File: src/sv/iou_pkg.sv
// Shared widths, constants, register codes and pipeline types for the IoU cost block.
package iou_pkg;

	localparam int COORD_W = 16;
	localparam int OVL_W   = COORD_W + 2;
	localparam int AREA_W  = 2 * COORD_W;
	localparam int UNI_W   = AREA_W + 1;
	localparam int FRAC_W  = 16;
	localparam int COST_W  = FRAC_W + 1;
	localparam int STALE_W = 8;
	localparam int IDX_W   = 6;

	localparam int MAX_ROWS = 64;
	localparam int MAX_COLS = 64;

	localparam int DIV_STEPS = FRAC_W;

	localparam logic [COST_W-1:0] Q_ONE = COST_W'(1) << FRAC_W;

	localparam int CFG_IDX_W  = 1;
	localparam int CFG_DATA_W = COST_W;

	localparam logic [COST_W-1:0]  GATED_COST_RST  = '1;
	localparam logic [STALE_W-1:0] STALE_LIMIT_RST = STALE_W'(1);

	typedef enum logic [CFG_IDX_W-1:0] {
		REG_GATED_COST  = 1'b0,
		REG_STALE_LIMIT = 1'b1
	} cfg_reg_t;

	// Side information that rides along with every pair.
	typedef struct packed {
		logic             gated;
		logic             zero;
		logic [IDX_W-1:0] row;
		logic [IDX_W-1:0] col;
	} meta_t;

	// One slot of the restoring divider: partial remainder, divisor, quotient so far.
	typedef struct packed {
		logic [UNI_W-1:0]  rem;
		logic [UNI_W-1:0]  den;
		logic [COST_W-1:0] quo;
		meta_t             meta;
	} div_t;

	// Finished result as it leaves the pipeline.
	typedef struct packed {
		logic [COST_W-1:0] cost;
		logic              gated;
		logic [IDX_W-1:0]  row;
		logic [IDX_W-1:0]  col;
	} res_t;

endpackage

File: src/sv/iou_if.sv


interface iou_out_if import iou_pkg::*; ();
	logic              valid;
	logic              ready;
	logic [COST_W-1:0] cost;
	logic              gated;
	logic [IDX_W-1:0]  row_out;
	logic [IDX_W-1:0]  col_out;

	modport source (output valid, cost, gated, row_out, col_out, input ready);
	modport sink (input valid, cost, gated, row_out, col_out, output ready);
endinterface

File: src/sv/iou_skid.sv
// Output register with one spare slot so the pipeline can run one beat past a stall.
module iou_skid import iou_pkg::*; (
	input  logic       clk,
	input  logic       arst_n,
	input  logic       valid,
	input  res_t       data,
	output logic       advance,
	iou_out_if.source  result
);

	logic out_valid_q;
	logic spare_valid_q;
	res_t out_q;
	res_t spare_q;

	assign advance = ~spare_valid_q;

	always_ff @(posedge clk or negedge arst_n) begin
		if (!arst_n) begin
			out_valid_q   <= 1'b0;
			spare_valid_q <= 1'b0;
		end else if (spare_valid_q) begin
			if (result.ready) begin
				spare_valid_q <= 1'b0;
			end
		end else if (!out_valid_q || result.ready) begin
			out_valid_q <= valid;
		end else begin
			spare_valid_q <= valid;
		end
	end

	always_ff @(posedge clk) begin
		if (spare_valid_q) begin
			if (result.ready) begin
				out_q <= spare_q;
			end
		end else if (!out_valid_q || result.ready) begin
			out_q <= data;
		end else begin
			spare_q <= data;
		end
	end

	assign result.valid   = out_valid_q;
	assign result.cost    = out_q.cost;
	assign result.gated   = out_q.gated;
	assign result.row_out = out_q.row;
	assign result.col_out = out_q.col;

`ifndef ASSERT_OFF
	// Spare only fills behind a held output beat
	a_spare_behind_out: assert property (@(posedge clk) disable iff (!arst_n)
		spare_valid_q |-> out_valid_q)
		else $error("spare slot full with output empty");
`endif

endmodule

File: src/flat_wrapper.sv
// flat-port wrapper written by rule: the top's interface ports become plain ports
module iou_skid_flat import iou_pkg::*;
  (clk, arst_n, valid, data, advance, result_valid, result_cost, result_gated, result_row_out, result_col_out, result_ready);
  iou_out_if result_i ();
  input  logic clk;
  input  logic arst_n;
  input  logic valid;
  input  res_t data;
  output logic advance;
  output wire logic [$bits(result_i.valid)-1:0] result_valid;
  output wire logic [$bits(result_i.cost)-1:0] result_cost;
  output wire logic [$bits(result_i.gated)-1:0] result_gated;
  output wire logic [$bits(result_i.row_out)-1:0] result_row_out;
  output wire logic [$bits(result_i.col_out)-1:0] result_col_out;
  input wire logic [$bits(result_i.ready)-1:0] result_ready;
  assign result_valid = result_i.valid;
  assign result_cost = result_i.cost;
  assign result_gated = result_i.gated;
  assign result_row_out = result_i.row_out;
  assign result_col_out = result_i.col_out;
  assign result_i.ready = result_ready;
  iou_skid u_core (.clk(clk), .arst_n(arst_n), .valid(valid), .data(data), .advance(advance), .result(result_i));
endmodule
File: config.mk
export PLATFORM = sky130hd
export DESIGN_NAME = iou_skid_flat
export DESIGN_NICKNAME = d
export VERILOG_FILES = /design/src/sv/iou_pkg.sv /design/src/sv/iou_if.sv /design/src/sv/iou_skid.sv /design/src/flat_wrapper.sv
export SDC_FILE = /design/constraint.sdc
export NUM_CORES = 1
export LEC_CHECK = 0
export BUFFER_PORTS_ARGS = -buffer_cell sky130_fd_sc_hd__clkbuf_2
export CAP_MARGIN = 25
export CORE_ASPECT_RATIO = 1.75
export CORE_MARGIN = 1.5
export CORE_UTILIZATION = 51
export DETAILED_ROUTE_END_ITERATION = 8
export GPL_TIMING_DRIVEN = 0
export PLACE_DENSITY = 0.78
export SYNTH_ARGS = -nofsm -noshare
export SYNTH_HDL_FRONTEND = slang
export SYNTH_SLANG_ARGS = --single-unit
File: constraint.sdc
create_clock -name clk -period 3.7 [get_ports clk]
set_clock_uncertainty 0.05 [all_clocks]
set_input_delay 0.555 -clock clk [delete_from_list [all_inputs] [get_ports clk]]
set_output_delay 0.555 -clock clk [all_outputs]
set_load 0.02 [all_outputs]
# ---- Word level (Yosys, flattened, before mapping)
# Cells that the tools add are included.
dict set report op_classes {
  n_eq_ne 1
  n_mux 6
  n_bitwise 2
  reduce_logical 6
}
# op n
set op_table {}
lappend op_table {{2-to-1 mux 30 bit} 3}
lappend op_table {{AND reduction 2 bit} 3}
lappend op_table {{2-to-1 mux 1 bit} 3}
lappend op_table {{inequality test 2 bit, second input constant} 1}
lappend op_table {{NOT 1 bit} 2}
lappend op_table {{nonzero test 2 bit} 1}
lappend op_table {{zero test 1 bit} 1}
lappend op_table {{logical OR 1 bit} 1}
dict set report word_totals {
  regBits 62
  inputBits 34
  output_inout_bits 32
  wordCells 25
}

# ---- Logic depth before layout (Yosys ltp)
dict set report depth {
  word_depth 4
  depth_mapped 4
  mapped_depth_nobuf 2
}

# ---- Worst setup path before layout
# No wires, ideal clock.
dict set report synth_timing {
  kind {reg-to-reg}
  from {register u_core.spare_valid_q}
  to {register u_core.spare_q[0] (netlist name), enable pin}
  setup_time_ns 0.461
  arrival_ns 2.896
  setup_slack_ns 0.293
  stages_incl_launch_ff 4
  n_path_buf 2
  synth_period_minus_slack_ns 3.407
  cell_sequence {dfrtp_1 -> buf_6 -> buf_8 -> nor3b_1}
}
dict set report synth_via {
  elab_chain_cells 2
}
# element line_no
set synth_rtl {}
lappend synth_rtl {{start: declaration} iou_skid.sv:12} ;# logic spare_valid_q;
lappend synth_rtl {{start signal: assignment} iou_skid.sv:29} ;# spare_valid_q <= valid;
lappend synth_rtl {{NOT 1 bit (no source line)} --}
lappend synth_rtl {{AND reduction 2 bit (no source line)} --}
lappend synth_rtl {{end signal: assignment} iou_skid.sv:41} ;# spare_q <= data;
lappend synth_rtl {{end: declaration} iou_skid.sv:14} ;# res_t spare_q;
# Every way passes these cells.
# A chain may end at the register's enable or synchronous reset.

# ---- Final worst setup path
dict set report layout_timing {
  from {register u_core.spare_valid_q}
  to {register u_core.spare_q[25] (netlist name), enable pin}
}
# The elaborated chain is that of the path after synthesis.

==> summary.txt <==
Detailed routing
  • Drc violations: 0
  • Final wirelength: 3780 µm
  • Mean routed wirelength per cell: 15.9 µm
  • DRT iter0 DRCs: 26
  • Post-DRT Antenna Nets: 0
  • Detailed Routing Iterations Pass 1: 4
  • Vias: 1,194
  • Vias per cell: 5.02

GRT
  • Antenna violations before repair: 0
  • GRT Resource Usage Total: 0.173
  • Number of global-route vias before repair: 1,341
  • First-pass GRT wire length: 6010 µm
  • Gr ovfl total: 0
  • Largest net degree at the start of global routing: 31

Timing
  • Worst setup margin: 1.82 ns
  • Final Hold Fails: 0
  • Hold Slack: 0.371 ns
  • Final period util: 0.508
  • Slew Limit Headroom: 0.420
  • Max-slew violations: 0
  • Fmax: 0.532 GHz
  • Actual slew at the worst max-slew pin: 0.867 ns
  • Final setup fails: 0
  • RSZ-0062 raised after global routing: false
  • Tmin final: 1.88 ns

Layout
  • Layout area overhead: 26.8%
  • Final net count: 216
  • Cell Count, Final, Fillers Out: 238
  • Final core occ: 0.684
  • Final non-filler cell area: 3040 µm²
  • Antenna diodes: 0
  • Fraction of layout cells with a size suffix above 1: 0.620

Clock network
  • H-tree levels: 3
  • CTS tree: built
  • Clk pin slew, worst setup/hold paths: 0.06 ns
  • Cts bufs inserted: 9
  • Post-CTS Resized: 0
  • CTS root buffer: clkbuf_8
  • Maximum clock path buffer count: 2
  • Clock tree sinks: 62
  • Clk Latency, worst-skew pair: 0.32 ns

Setup path
  • R2r startpoint: u_core.spare_valid_q
  • WP data arrival: 1.86 ns
  • WS Path Type: register to register
  • Worst R2R Path Depth: 4
  • Crit end category: register
  • Capturing point of the worst reg2reg path: u_core.spare_q[25]
  • R2R setup slack: 1.82 ns
  • Worst Path Required: 3.68 ns
  • Crit path launch type: register
  • CP Max Fanout: 14

Yosys
  • Cells after Synth: 103
  • Avg Cell Area, Syn: 23.3 µm²
  • Synth cell types: 14
  • Post-synth top flop: edfxtp_1
  • Top cells by area, synth: edfxtp_1 75%, mux2_4 16%, dfrtp_1 2.1%
  • Asr flop ratio synth: 0.0323
  • Synth warn: 0
  • Seq cells post-synth: 62
  • Post-synth net total: 137
  • Synth cell count leaders: 60 x edfxtp_1, 26 x mux2_4, 4 x mux2_2
  • Synth top area share: 0.752
  • Post-synthesis cell area: 2400 µm²
  • EDFF count, synth: 60
  • Seq/Total Area, Yosys: 0.773
  • Cell taking the most area after synthesis: edfxtp_1
  • Most common cell in the netlist: edfxtp_1

Place
  • Placed Cells incl. Taps: 221
  • PortBufs: 65
  • Placed inst area: 2820 µm²
  • Placer Congestion: 0.728
  • Pre-CTS setup slack: 1.81 ns
  • Hpwl dp: 2720 µm

Power
  • Switch Pwr: 0.387 mW
  • Switching Fraction: 0.224
  • Power share of the clock group: 0.348
  • PwrDens: 569 nW/µm²
  • Internal power of the cells: 1.34 mW
  • Reg power frac: 0.508
  • Leak: 1.26 nW
  • Logic pwr share: 0.144
  • IR drop worst, VDD: 513 µV

Hold path
  • Worst hold start: data[9]
  • Class of the worst hold path: input port to register
  • Hold Path Cell Cnt: 1
  • Hold EP: u_core.spare_q[9]

Floorplanning
  • Full die area: 5130 µm²
  • Core Rows: 32
  • Top Ports: 66
  • Initial core utilization: 0.539
  • Die X: 54.8 µm
  • Die Ht: 93.7 µm
  • Core area: 4440 µm²

Status
  • Status: completed

Flow run
  • Max cap viols: 0
-- metal layers --
| layer | global-route usage | vias to the layer above | part of all wire |
|---|---|---|---|
| met5 | 0 | - | 0 |
| met4 | 0.100 | 0 | 0.021 |
| met3 | 0.0541 | 10 | 0.053 |
| met2 | 0.291 | 43 | 0.57 |
| met1 | 0.178 | 571 | 0.36 |
| li1 | - | 570 | - |
-- flip-flops by register name, indices dropped and copies added (netlist names) --
signal                 count
u_core.spare_q            30
u_core.result.cost        17
u_core.result.col_out      6
u_core.result.row_out      6
u_core.result.gated        1
u_core.result.valid        1
u_core.spare_valid_q       1
-- power by group through the flow --
stage / Sequential, mW / Clock [mW] / Combinational, mW
final: 0.878 / 0.601 / 0.250
after global routing: 0.886 / 0.643 / 0.268
after CTS: 0.879 / 0.618 / 0.255
after detailed placement: 0.894 / 0 / 0.253
after global placement: 0.893 / 0 / 0.237
after floorplan: 0.948 / 0 / 0.109
-- timing repair --
item                                    4_1_cts  5_1_grt
hold buffers                                  1        0
endpoints found under the setup margin        0        0
buffers inserted                              0        0
hold endpoints to repair                      2        0
-- layout by cell type, fill, tap and decap left out, types with 2 or more instances in the layout --
cell,n
mux2_4,26
mux2_2,4
clkinv_1,3
buf_6,3
clkbuf_2,65
edfxtp_1,60
buf_12,2
dfrtp_1,2
clkbuf_8,9
bufinv_16,2
-- how the worst max path moves through the flow --
stage | startpoint | to | slack, ns | cells past startpoint
2_1_floorplan | u_core.spare_valid_q | u_core.spare_q[0] | 0.29 | 3
3_3_place_gp | u_core.spare_valid_q | u_core.spare_q[3] | -0.57 | 3
3_5_place_dp | u_core.spare_valid_q | u_core.spare_q[1] | 1.81 | 4
4_1_cts | u_core.spare_valid_q | u_core.spare_q[2] | 1.78 | 4
5_1_grt | u_core.spare_valid_q | u_core.spare_q[29] | 1.70 | 4
6_report | u_core.spare_valid_q | u_core.spare_q[25] | 1.82 | 4
-- through the flow --
step / TNS [ns] / power, mW
after global routing: 0 / 1.80
after detailed placement: 0 / 1.15
after floorplan: 0 / 1.06
after global placement: -16.96 / 1.13
after CTS: 0 / 1.75
final: 0 / 1.73
-- cell type report --
cell class                 count  area, µm²
sequential                    62       1850
fill                         286       1410
multi-input combinational     36        490
timing repair buffer          68        358
clock buffer                  10        128
clock inverter                 6       76.3
buffer                         4       66.3
tap                           51       63.8
inverter                       1       3.75
-- critical path: stages, from the launching register on --
cell,delay [ns]
dfrtp_1,0.37
buf_6,0.15
buf_8,0.15
nor3b_2,0.58
buf_6,0.27
-- cells by family after synthesis --
family | count (synthesis) | share of synthesized area
AOI/OAI and AO/OA | 3 | 0.00888
DFF | 62 | 0.773
buffers and inverters | 5 | 0.0292
muxes | 30 | 0.182
and+or+nand+nor | 3 | 0.00731
No activity file was read; power rests on OpenSTA's default activity.
