[src/sv/iou_pkg.sv]
// Shared widths, constants, register codes and pipeline types for the IoU cost block.
package iou_pkg;

	localparam int COORD_W = 16;
	localparam int OVL_W   = COORD_W + 2;
	localparam int AREA_W  = 2 * COORD_W;
	localparam int UNI_W   = AREA_W + 1;
	localparam int FRAC_W  = 16;
	localparam int COST_W  = FRAC_W + 1;
	localparam int STALE_W = 8;
	localparam int IDX_W   = 6;

	localparam int MAX_ROWS = 64;
	localparam int MAX_COLS = 64;

	localparam int DIV_STEPS = FRAC_W;

	localparam logic [COST_W-1:0] Q_ONE = COST_W'(1) << FRAC_W;

	localparam int CFG_IDX_W  = 1;
	localparam int CFG_DATA_W = COST_W;

	localparam logic [COST_W-1:0]  GATED_COST_RST  = '1;
	localparam logic [STALE_W-1:0] STALE_LIMIT_RST = STALE_W'(1);

	typedef enum logic [CFG_IDX_W-1:0] {
		REG_GATED_COST  = 1'b0,
		REG_STALE_LIMIT = 1'b1
	} cfg_reg_t;

	// Side information that rides along with every pair.
	typedef struct packed {
		logic             gated;
		logic             zero;
		logic [IDX_W-1:0] row;
		logic [IDX_W-1:0] col;
	} meta_t;

	// One slot of the restoring divider: partial remainder, divisor, quotient so far.
	typedef struct packed {
		logic [UNI_W-1:0]  rem;
		logic [UNI_W-1:0]  den;
		logic [COST_W-1:0] quo;
		meta_t             meta;
	} div_t;

	// Finished result as it leaves the pipeline.
	typedef struct packed {
		logic [COST_W-1:0] cost;
		logic              gated;
		logic [IDX_W-1:0]  row;
		logic [IDX_W-1:0]  col;
	} res_t;

endpackage

[src/sv/iou_if.sv]
// Channel interfaces: box pairs in, cost results out.
interface iou_in_if import iou_pkg::*; ();
	logic                      valid;
	logic                      ready;
	logic signed [COORD_W-1:0] track_left;
	logic signed [COORD_W-1:0] track_top;
	logic        [COORD_W-1:0] track_width;
	logic        [COORD_W-1:0] track_height;
	logic        [STALE_W-1:0] track_stale;
	logic signed [COORD_W-1:0] det_left;
	logic signed [COORD_W-1:0] det_top;
	logic        [COORD_W-1:0] det_width;
	logic        [COORD_W-1:0] det_height;
	logic        [IDX_W-1:0]   row_index;
	logic        [IDX_W-1:0]   col_index;

	modport source (
		output valid, track_left, track_top, track_width, track_height, track_stale,
		output det_left, det_top, det_width, det_height, row_index, col_index,
		input  ready
	);
	modport sink (
		input  valid, track_left, track_top, track_width, track_height, track_stale,
		input  det_left, det_top, det_width, det_height, row_index, col_index,
		output ready
	);
endinterface


[src/sv/iou_front.sv]
// Front pipeline: overlap, areas, union and first quotient bit over four stages.
module iou_front import iou_pkg::*; (
	input  logic               clk,
	input  logic               arst_n,
	input  logic               en,
	input  logic [STALE_W-1:0] stale_limit,
	iou_in_if.sink             pair,
	output logic               valid_s4,
	output div_t               data_s4
);

	function automatic logic [COORD_W-1:0] overlap(
		input logic signed [COORD_W-1:0] a0,
		input logic        [COORD_W-1:0] alen,
		input logic signed [COORD_W-1:0] b0,
		input logic        [COORD_W-1:0] blen
	);
		logic signed [OVL_W-1:0] a1;
		logic signed [OVL_W-1:0] b1;
		logic signed [OVL_W-1:0] lo;
		logic signed [OVL_W-1:0] hi;
		logic signed [OVL_W-1:0] d;
		a1 = OVL_W'(a0) + $signed({2'b00, alen});
		b1 = OVL_W'(b0) + $signed({2'b00, blen});
		lo = (a0 > b0) ? OVL_W'(a0) : OVL_W'(b0);
		hi = (a1 < b1) ? a1 : b1;
		d  = hi - lo;
		return (hi > lo) ? d[COORD_W-1:0] : '0;
	endfunction

	logic               valid_s1, valid_s2, valid_s3;
	logic [COORD_W-1:0] iw_s1, ih_s1, tw_s1, th_s1, dw_s1, dh_s1;
	meta_t              meta_s1, meta_s2, meta_s3;
	logic [AREA_W-1:0]  inter_s2, ta_s2, da_s2;
	logic [UNI_W-1:0]   sum_s3;
	logic [AREA_W-1:0]  inter_s3;
	logic [UNI_W-1:0]   uni;
	logic [UNI_W-1:0]   num;
	logic               no_inter;

	assign pair.ready = en;

	always_ff @(posedge clk or negedge arst_n) begin
		if (!arst_n) begin
			valid_s1 <= 1'b0;
			valid_s2 <= 1'b0;
			valid_s3 <= 1'b0;
			valid_s4 <= 1'b0;
		end else if (en) begin
			valid_s1 <= pair.valid;
			valid_s2 <= valid_s1;
			valid_s3 <= valid_s2;
			valid_s4 <= valid_s3;
		end
	end

	// s1: edge overlap per axis, gate check
	always_ff @(posedge clk) begin
		if (en) begin
			iw_s1 <= overlap(pair.track_left, pair.track_width, pair.det_left, pair.det_width);
			ih_s1 <= overlap(pair.track_top, pair.track_height, pair.det_top, pair.det_height);
			tw_s1 <= pair.track_width;
			th_s1 <= pair.track_height;
			dw_s1 <= pair.det_width;
			dh_s1 <= pair.det_height;
			meta_s1.gated <= (pair.track_stale > stale_limit);
			meta_s1.zero  <= 1'b0;
			meta_s1.row   <= IDX_W'(pair.row_index % MAX_ROWS);
			meta_s1.col   <= IDX_W'(pair.col_index % MAX_COLS);
		end
	end

	// s2: intersection and both areas
	always_ff @(posedge clk) begin
		if (en) begin
			inter_s2 <= iw_s1 * ih_s1;
			ta_s2    <= tw_s1 * th_s1;
			da_s2    <= dw_s1 * dh_s1;
			meta_s2  <= meta_s1;
		end
	end

	// s3: sum of areas
	always_ff @(posedge clk) begin
		if (en) begin
			sum_s3   <= UNI_W'(ta_s2) + UNI_W'(da_s2);
			inter_s3 <= inter_s2;
			meta_s3  <= meta_s2;
		end
	end

	// s4: union, dividend and the weight-one quotient bit.
	// The dividend reaches the union only when nothing overlaps.
	assign uni      = sum_s3 - UNI_W'(inter_s3);
	assign num      = sum_s3 - {inter_s3, 1'b0};
	assign no_inter = (inter_s3 == '0);

	always_ff @(posedge clk) begin
		if (en) begin
			data_s4.rem        <= no_inter ? '0 : num;
			data_s4.den        <= uni;
			data_s4.quo        <= COST_W'(no_inter);
			data_s4.meta.gated <= meta_s3.gated;
			data_s4.meta.zero  <= (sum_s3 == '0);
			data_s4.meta.row   <= meta_s3.row;
			data_s4.meta.col   <= meta_s3.col;
		end
	end

endmodule

[src/flat_wrapper.sv]
// flat-port wrapper written by rule: the top's interface ports become plain ports
module iou_front_flat import iou_pkg::*;
  (clk, arst_n, en, stale_limit, valid_s4, data_s4, pair_valid, pair_track_left, pair_track_top, pair_track_width, pair_track_height, pair_track_stale, pair_det_left, pair_det_top, pair_det_width, pair_det_height, pair_row_index, pair_col_index, pair_ready);
  iou_in_if pair_i ();
  input  logic clk;
  input  logic arst_n;
  input  logic en;
  input  logic [STALE_W-1:0] stale_limit;
  output logic valid_s4;
  output div_t data_s4;
  input wire logic [$bits(pair_i.valid)-1:0] pair_valid;
  input wire logic [$bits(pair_i.track_left)-1:0] pair_track_left;
  input wire logic [$bits(pair_i.track_top)-1:0] pair_track_top;
  input wire logic [$bits(pair_i.track_width)-1:0] pair_track_width;
  input wire logic [$bits(pair_i.track_height)-1:0] pair_track_height;
  input wire logic [$bits(pair_i.track_stale)-1:0] pair_track_stale;
  input wire logic [$bits(pair_i.det_left)-1:0] pair_det_left;
  input wire logic [$bits(pair_i.det_top)-1:0] pair_det_top;
  input wire logic [$bits(pair_i.det_width)-1:0] pair_det_width;
  input wire logic [$bits(pair_i.det_height)-1:0] pair_det_height;
  input wire logic [$bits(pair_i.row_index)-1:0] pair_row_index;
  input wire logic [$bits(pair_i.col_index)-1:0] pair_col_index;
  output wire logic [$bits(pair_i.ready)-1:0] pair_ready;
  assign pair_i.valid = pair_valid;
  assign pair_i.track_left = pair_track_left;
  assign pair_i.track_top = pair_track_top;
  assign pair_i.track_width = pair_track_width;
  assign pair_i.track_height = pair_track_height;
  assign pair_i.track_stale = pair_track_stale;
  assign pair_i.det_left = pair_det_left;
  assign pair_i.det_top = pair_det_top;
  assign pair_i.det_width = pair_det_width;
  assign pair_i.det_height = pair_det_height;
  assign pair_i.row_index = pair_row_index;
  assign pair_i.col_index = pair_col_index;
  assign pair_ready = pair_i.ready;
  iou_front u_core (.clk(clk), .arst_n(arst_n), .en(en), .stale_limit(stale_limit), .pair(pair_i), .valid_s4(valid_s4), .data_s4(data_s4));
endmodule
[config.mk]
export PLATFORM = sky130hd
export DESIGN_NAME = iou_front_flat
export DESIGN_NICKNAME = d
export VERILOG_FILES = /design/src/sv/iou_pkg.sv /design/src/sv/iou_if.sv /design/src/sv/iou_front.sv /design/src/flat_wrapper.sv
export SDC_FILE = /design/constraint.sdc
export NUM_CORES = 2
export LEC_CHECK = 0
export BUFFER_PORTS_ARGS = -buffer_cell sky130_fd_sc_hd__buf_2
export CORE_AREA = 2 2 251 439
export CTS_CLUSTER_DIAMETER = 200
export DETAILED_ROUTE_END_ITERATION = 6
export DIE_AREA = 0 0 253 441
export SETUP_SLACK_MARGIN = 0.1
export SLEW_MARGIN = 20
export SYNTH_ARGS = -nofsm -noshare
export SYNTH_HDL_FRONTEND = slang
export SYNTH_SLANG_ARGS = --single-unit
[constraint.sdc]
create_clock -name clk -period 19.6 [get_ports clk]
set_clock_uncertainty 0.05 [all_clocks]
set_input_delay 0.98 -clock clk [delete_from_list [all_inputs] [get_ports clk]]
set_output_delay 0.98 -clock clk [all_outputs]
set_load 0.02 [all_outputs]
# Yosys cells after proc, flatten, opt, wreduce, memory -nomap -nowiden

Cells that the tools add are included.

Add/sub/neg operators: 9
$mul: 3
$lt $le $gt $ge: 7
Muxes and demuxes: 4
Reduce and logical (&&, ||, !) cells: 2

Operator list:

| cell             | number |
|---|---|
| $mul 16x16->32   | 3 |
| $add 16x17->18   | 4 |
| $mux 18          | 4 |
| $gt 18x18->1     | 2 |
| $lt 18x18->1     | 2 |
| $add 32x32->33   | 1 |
| $logic_not 33->1 | 1 |
| $sub 33x32->33   | 1 |
| $sub 33x33->33   | 1 |
| $gt 16x16->1     | 2 |
| $logic_not 32->1 | 1 |
| $sub 16x16->16   | 2 |
| $gt 8x8->1       | 1 |

Register bits after elaboration: 381
Input bits: 160
Output and inout port bits: 99
Logic and storage cells: 56

# Depth between registers and ports, before layout

Word-level depth: 4
Depth in mapped cells: 37
Gate-level depth less buffers: 35

# Worst setup path after synthesis

Ideal clock, no wire load.

Path type: input -> register
Start: input port pair_det_height[2]
End: register u_core.ih_s1[10], data pin
Library setup time: 266 ps
Arrival: 7899 ps
Required time: 19284 ps
Path slack: 11385 ps
Stages on the path: 34
Buffers on the path: 2
Path through: ha_1 -> and3_1 -> a2111oi_4 -> a211oi_1 -> o21ai_1 -> a21oi_1 -> a211o_1 -> a21o_1 -> a21o_1 -> xnor2_1 -> inv_1 -> ha_1 -> and4_1 -> and4_1 -> o211ai_1 -> a32oi_1 -> o21ai_1 -> a41oi_2 -> buf_4 -> mux2i_1 -> ha_1 -> inv_1 -> fa_1 -> a21o_1 -> a21oi_1 -> o21ai_0 -> a21oi_1 -> o21ai_0 -> and4_1 -> o31a_1 -> o21ai_0 -> a31o_2 -> buf_1 -> nor2_1

Cells in the longest elaborated chain, start to end: 4
Elaborated cells on any way between the ends: 5
Those cells by class: 2 x add/sub; 2 x order compare; 1 x mux

RTL lines:

| item                                                  | line                             | text |
|---|---|---|
| start: declaration                                    | flat_wrapper.sv:20               | `input wire logic [$bits(pair_i.det_height)-1:0] pair_det_height;` |
| $add 16x17->18 *                                      | iou_front.sv:24                  | `b1 = OVL_W'(b0) + $signed({2'b00, blen});` |
| $lt 18x18->1                                          | iou_front.sv:26                  | `hi = (a1 < b1) ? a1 : b1;` |
| $mux 18 *                                             | iou_front.sv:26                  |  |
| $sub 16x16->16 / $gt 18x18->1 (equally long branches) | iou_front.sv:27, iou_front.sv:28 |  |
| end signal: assignment                                | iou_front.sv:61                  | `ih_s1 <= overlap(pair.track_top, pair.track_height, pair.det_top, pair.det_height);` |
| end: declaration                                      | iou_front.sv:32                  | `logic [COORD_W-1:0] iw_s1, ih_s1, tw_s1, th_s1, dw_s1, dh_s1;` |

Mark *: on every way between the ends. The rest lies on a longest branch, timed or not.
A chain may end at the register's enable or synchronous reset.

# Worst setup path after layout

Start: input port pair_track_height[0]
End: register u_core.ih_s1[3], data pin

Cells in the longest elaborated chain, start to end: 4
Elaborated cells on any way between the ends: 5
Those cells by class: 2 x add/sub; 2 x order compare; 1 x mux

RTL lines:

| item                                                  | line                             | text |
|---|---|---|
| start: declaration                                    | flat_wrapper.sv:15               | `input wire logic [$bits(pair_i.track_height)-1:0] pair_track_height;` |
| $add 16x17->18 *                                      | iou_front.sv:23                  | `a1 = OVL_W'(a0) + $signed({2'b00, alen});` |
| $lt 18x18->1                                          | iou_front.sv:26                  |  |
| $mux 18 *                                             | iou_front.sv:26                  |  |
| $sub 16x16->16 / $gt 18x18->1 (equally long branches) | iou_front.sv:27, iou_front.sv:28 |  |

Marked as above.

==> tab_implementation.tex <==
\begin{tabular}{lr}
\hline
Metric & Value \\
\hline
\multicolumn{2}{l}{\textbf{Synth}} \\
Post-synthesis sequential area ratio & 23.6\% \\
Parity-gate share of the synthesized area counting xor and xnor cells & 4.28\% \\
Synth async-reset ratio & 1.05\% \\
Netlist area before placement & 48300 sq um \\
Average footprint of a synthesized cell & 9.82 sq um \\
Most used DFF post-synth & sky130\_fd\_sc\_hd\_\_edfxtp\_1 \\
Dominant combinational cell family by area after synthesis & adder cells \\
Fraction of synthesized area in multiplexers & 1.73\% \\
Compound-gate portion of the synthesized area & 9.09\% \\
EDFF count, synth & 377 \\
Synth Warn \# & 0 \\
Instance count of the mapped netlist & 4918 \\
Flip-flop and latch count after synthesis & 381 \\
Post-synthesis share of cell area spent on and, or, nand and nor gates & 13.6\% \\
Distinct cells, synth & 78 \\
Adder-cell share of the synthesized area & 39.6\% \\
\multicolumn{2}{l}{\textbf{Detailed routing}} \\
Wire length reported by the detailed router & 130000 um \\
Length of routed met3 wiring & 5020 um \\
Met2 layer wire length in the routed design & 69500 um \\
Final antenna-violating net count & 0 \\
DRC violation total after the first TritonRoute iteration & 1667 \\
Drt pass-1 iters & 7 \\
Total routed wire length on the met1 layer & 47200 um \\
Vias & 35100 \\
Detailed-route wire length per cell & 19.9 um \\
Count of unresolved DRC violations after routing & 1 \\
Highest metal layer with signal wires & met4 \\
Vias per cell & 5.37 \\
\multicolumn{2}{l}{\textbf{Clock tree}} \\
CTS resizes & 0 \\
Maximum level of the CTS H-tree & 2 \\
TritonCTS Buffers & 40 \\
Sinks on the clock net & 381 \\
Reg clk slew, reported paths & 60 ps \\
TritonCTS clock tree & done \\
Cell at the root of the clock tree & sky130\_fd\_sc\_hd\_\_clkbuf\_16 \\
Number of buffers on the longest clock path & 3 \\
Cts-stage hold buffer count & 0 \\
Clock latency of the later-clocked register in the worst-skew pair & 610 ps \\
Total setup buffers inserted after CTS & 0 \\
\multicolumn{2}{l}{\textbf{STA}} \\
Highest clock rate & 0.118 GHz \\
Number of hold-slack violations in the final timing report & 0 \\
Minimum period implied by the final worst setup slack & 8480 ps \\
Total Negative Setup Slacks & 0 ps \\
Slew HR & 31.7\% \\
Slew Limit Fails & 0 \\
Fin crit share & 43.2\% \\
Worst Tran Pin Value & 1020 ps \\
Setup-failing EPs final & 0 \\
Unrepaired setup endpoints after global routing & false \\
\multicolumn{2}{l}{\textbf{Floorplan}} \\
I/O Pins & 259 \\
Area of the core & 108000 sq um \\
Floorplan die width & 253 um \\
Total Die Area & 112000 sq um \\
Std cell rows & 160 \\
DIE HEIGHT & 441 um \\
Initial Util & 44.7\% \\
\multicolumn{2}{l}{\textbf{Min path}} \\
Hold/Removal Path Class & input port to asynchronous set/reset pin \\
\multicolumn{2}{l}{\textbf{Setup path}} \\
Worst R2R Setup Slack & 11900 ps \\
Data arrival time of the critical path & 8740 ps \\
Launching point of the worst reg2reg path & u\_core.tw\_s1[9] \\
Data required time of the worst path & 19870 ps \\
Category of the critical setup timing path & input port to register \\
Worst r2r dst & u\_core.ta\_s2[31] \\
CP Max Fanout & 16 \\
Crit end category & register \\
Cell depth of the worst flop-to-flop path & 23 \\
Slowest cell on the critical path & sky130\_fd\_sc\_hd\_\_o41ai\_1 \\
Critical Path Source Type & input port \\
Crit path largest cell delay & 570 ps \\
\multicolumn{2}{l}{\textbf{Final layout}} \\
Final Core Density & 48.5\% \\
Layout cell share with drive strength beyond 1 & 7.75\% \\
Final Net Count & 6450 \\
Number of non-filler instances in the completed layout & 6529 \\
Number of inserted filler cells in the final layout & 10200 \\
Multi-input gate area & 33000 sq um \\
Sequential cell area & 11400 sq um \\
Synthesis-to-finish area growth & 8.47\% \\
\multicolumn{2}{l}{\textbf{GRT}} \\
Global-route wire length before repair & 204000 um \\
Global router's overall resource usage & 23.8\% \\
Overall overflow remaining after global route & 0 \\
Number of global-route vias before repair & 37500 \\
Largest net degree at the start of global routing & 103 \\
Initial antenna violation count & 3 \\
\multicolumn{2}{l}{\textbf{Outcome}} \\
Run status & finished, violations left \\
Failing checks & DRC \\
\multicolumn{2}{l}{\textbf{Place}} \\
Input/output buffers & 242 \\
Final estimated routing congestion in global placement & 0.954 \\
Post-DP HPWL & 106000 um \\
Placed insts & 6453 \\
\multicolumn{2}{l}{\textbf{Flow run}} \\
MaxCap Viol Count & 0 \\
\hline
\end{tabular}
[critical path: cells and delay by family]
family / cells / cell delay, ps
fa+ha+maj: 5 / 1340
mux: 1 / 240
simple gates: 5 / 920
compound gates: 19 / 4230
buf+inv: 5 / 610
xor+xnor: 1 / 400
[synthesized netlist by cell type (5+ instances only)]
master / n / area share [%]
sky130_fd_sc_hd__a2111oi_0: 5 / 0.091
sky130_fd_sc_hd__a211o_1: 11 / 0.20
sky130_fd_sc_hd__a211oi_1: 34 / 0.53
sky130_fd_sc_hd__a21boi_0: 11 / 0.17
sky130_fd_sc_hd__a21o_1: 94 / 1.5
sky130_fd_sc_hd__a21oi_1: 192 / 2.0
sky130_fd_sc_hd__a31o_2: 10 / 0.18
sky130_fd_sc_hd__a31oi_1: 20 / 0.26
sky130_fd_sc_hd__and2_1: 308 / 4.0
sky130_fd_sc_hd__and3_1: 27 / 0.35
sky130_fd_sc_hd__and4_1: 11 / 0.20
sky130_fd_sc_hd__buf_1: 6 / 0.047
sky130_fd_sc_hd__buf_4: 18 / 0.28
sky130_fd_sc_hd__clkbuf_1: 106 / 0.82
sky130_fd_sc_hd__edfxtp_1: 377 / 23
sky130_fd_sc_hd__fa_1: 591 / 24
sky130_fd_sc_hd__ha_1: 581 / 15
sky130_fd_sc_hd__inv_1: 886 / 6.9
sky130_fd_sc_hd__mux2_2: 21 / 0.49
sky130_fd_sc_hd__mux2i_1: 56 / 1.2
sky130_fd_sc_hd__nand2_1: 566 / 4.4
sky130_fd_sc_hd__nand2b_1: 34 / 0.44
sky130_fd_sc_hd__nand3_1: 43 / 0.45
sky130_fd_sc_hd__nand4_1: 23 / 0.30
sky130_fd_sc_hd__nor2_1: 194 / 1.5
sky130_fd_sc_hd__nor2b_1: 44 / 0.57
sky130_fd_sc_hd__nor3_1: 48 / 0.50
sky130_fd_sc_hd__nor3b_1: 7 / 0.11
sky130_fd_sc_hd__nor4_1: 21 / 0.27
sky130_fd_sc_hd__o2111ai_1: 8 / 0.15
sky130_fd_sc_hd__o211a_1: 9 / 0.19
sky130_fd_sc_hd__o211ai_1: 9 / 0.14
sky130_fd_sc_hd__o21a_1: 43 / 0.67
sky130_fd_sc_hd__o21ai_0: 117 / 1.2
sky130_fd_sc_hd__o21ai_1: 5 / 0.052
sky130_fd_sc_hd__o21bai_1: 31 / 0.48
sky130_fd_sc_hd__o22ai_1: 5 / 0.065
sky130_fd_sc_hd__o31a_1: 9 / 0.16
sky130_fd_sc_hd__o31ai_1: 7 / 0.11
sky130_fd_sc_hd__o41ai_1: 5 / 0.091
sky130_fd_sc_hd__or2_2: 18 / 0.23
sky130_fd_sc_hd__or3_1: 10 / 0.13
sky130_fd_sc_hd__xnor2_1: 155 / 2.8
sky130_fd_sc_hd__xor2_1: 81 / 1.5
[worst max-delay path by stage]
stage | cells past startpoint | slack (ps) | from | endpoint
finish | 36 | 11120 | pair_track_height[0] | u_core.ih_s1[3]
detailed placement | 36 | 10650 | pair_track_top[0] | u_core.ih_s1[3]
global placement | 36 | 10790 | pair_track_height[0] | u_core.ih_s1[3]
floorplan | 34 | 11380 | pair_det_height[2] | u_core.ih_s1[10]
CTS | 36 | 11190 | pair_track_height[0] | u_core.ih_s1[3]
global route | 36 | 10440 | pair_track_height[0] | u_core.ih_s1[3]
[routing by layer]
metal	GRT usage, %	vias to the layer above
met4	13.3	0
met2	45.3	931
met5	0	-
met3	2.55	307
li1	-	16500
met1	25.5	17400
[cells in the final DEF (no fill, tap or decap), types with 23 or more instances in the layout]
master and n:
sky130_fd_sc_hd__inv_1 886, sky130_fd_sc_hd__fa_1 591, sky130_fd_sc_hd__ha_1 581, sky130_fd_sc_hd__nand2_1 566, sky130_fd_sc_hd__edfxtp_1 377, sky130_fd_sc_hd__and2_1 308
sky130_fd_sc_hd__buf_2 241, sky130_fd_sc_hd__nor2_1 193, sky130_fd_sc_hd__a21oi_1 192, sky130_fd_sc_hd__xnor2_1 155, sky130_fd_sc_hd__o21ai_0 117, sky130_fd_sc_hd__a21o_1 94
sky130_fd_sc_hd__xor2_1 81, sky130_fd_sc_hd__mux2i_1 56, sky130_fd_sc_hd__nor3_1 48, sky130_fd_sc_hd__nor2b_1 44, sky130_fd_sc_hd__o21a_1 43, sky130_fd_sc_hd__nand3_1 43
sky130_fd_sc_hd__clkbuf_16 40, sky130_fd_sc_hd__nand2b_1 34, sky130_fd_sc_hd__a211oi_1 34, sky130_fd_sc_hd__buf_4 32, sky130_fd_sc_hd__o21bai_1 31, sky130_fd_sc_hd__and3_1 27
sky130_fd_sc_hd__nand4_1 23
[cell type report]
type                            instances  share of cell area (%)
Antenna cell                            2                 0.00955
Sequential cell                       381                    21.8
Clock buffer                           43                    1.93
Inverter                              886                    6.35
Timing Repair Buffer                  274                    2.79
Clock inverter                         31                   0.748
Tap cell                             1377                    3.29
Multi-Input combinational cell       3535                    63.1
[flip-flops by register name, indices dropped and copies added, names as in the netlist, 32 cells and up]
signal	cells
u_core.sum_s3	33
u_core.da_s2	32
u_core.data_s4	81
u_core.inter_s3	32
u_core.inter_s2	32
u_core.ta_s2	32
[per-stage QoR]
stage | setup slack [ps] | cell area [sq um] | hold WS, ps
2_1_floorplan | 11380 | 48400 | 350
3_3_place_gp | 10790 | 51000 | 350
3_5_place_dp | 10650 | 51000 | 355
4_1_cts | 11190 | 52400 | 60.7
5_1_grt | 10440 | 52400 | 77.9
6_report | 11120 | 52400 | 107
[logic make-up (layout without fill, tap and decap cells)]
logic type / after synthesis / count (layout)
other: 1 / 18
xor gates and xnor gates: 236 / 236
buffers and inverters: 1017 / 1234
AOI/OAI and AO/OA: 667 / 667
muxes: 79 / 79
DFF: 381 / 381
adders and majority gates: 1173 / 1173
and+or+nand+nor: 1364 / 1364
Power is left out: the tool's default activity adds up to more than one toggle a clock period on the data nets, which glitch-free logic cannot reach.
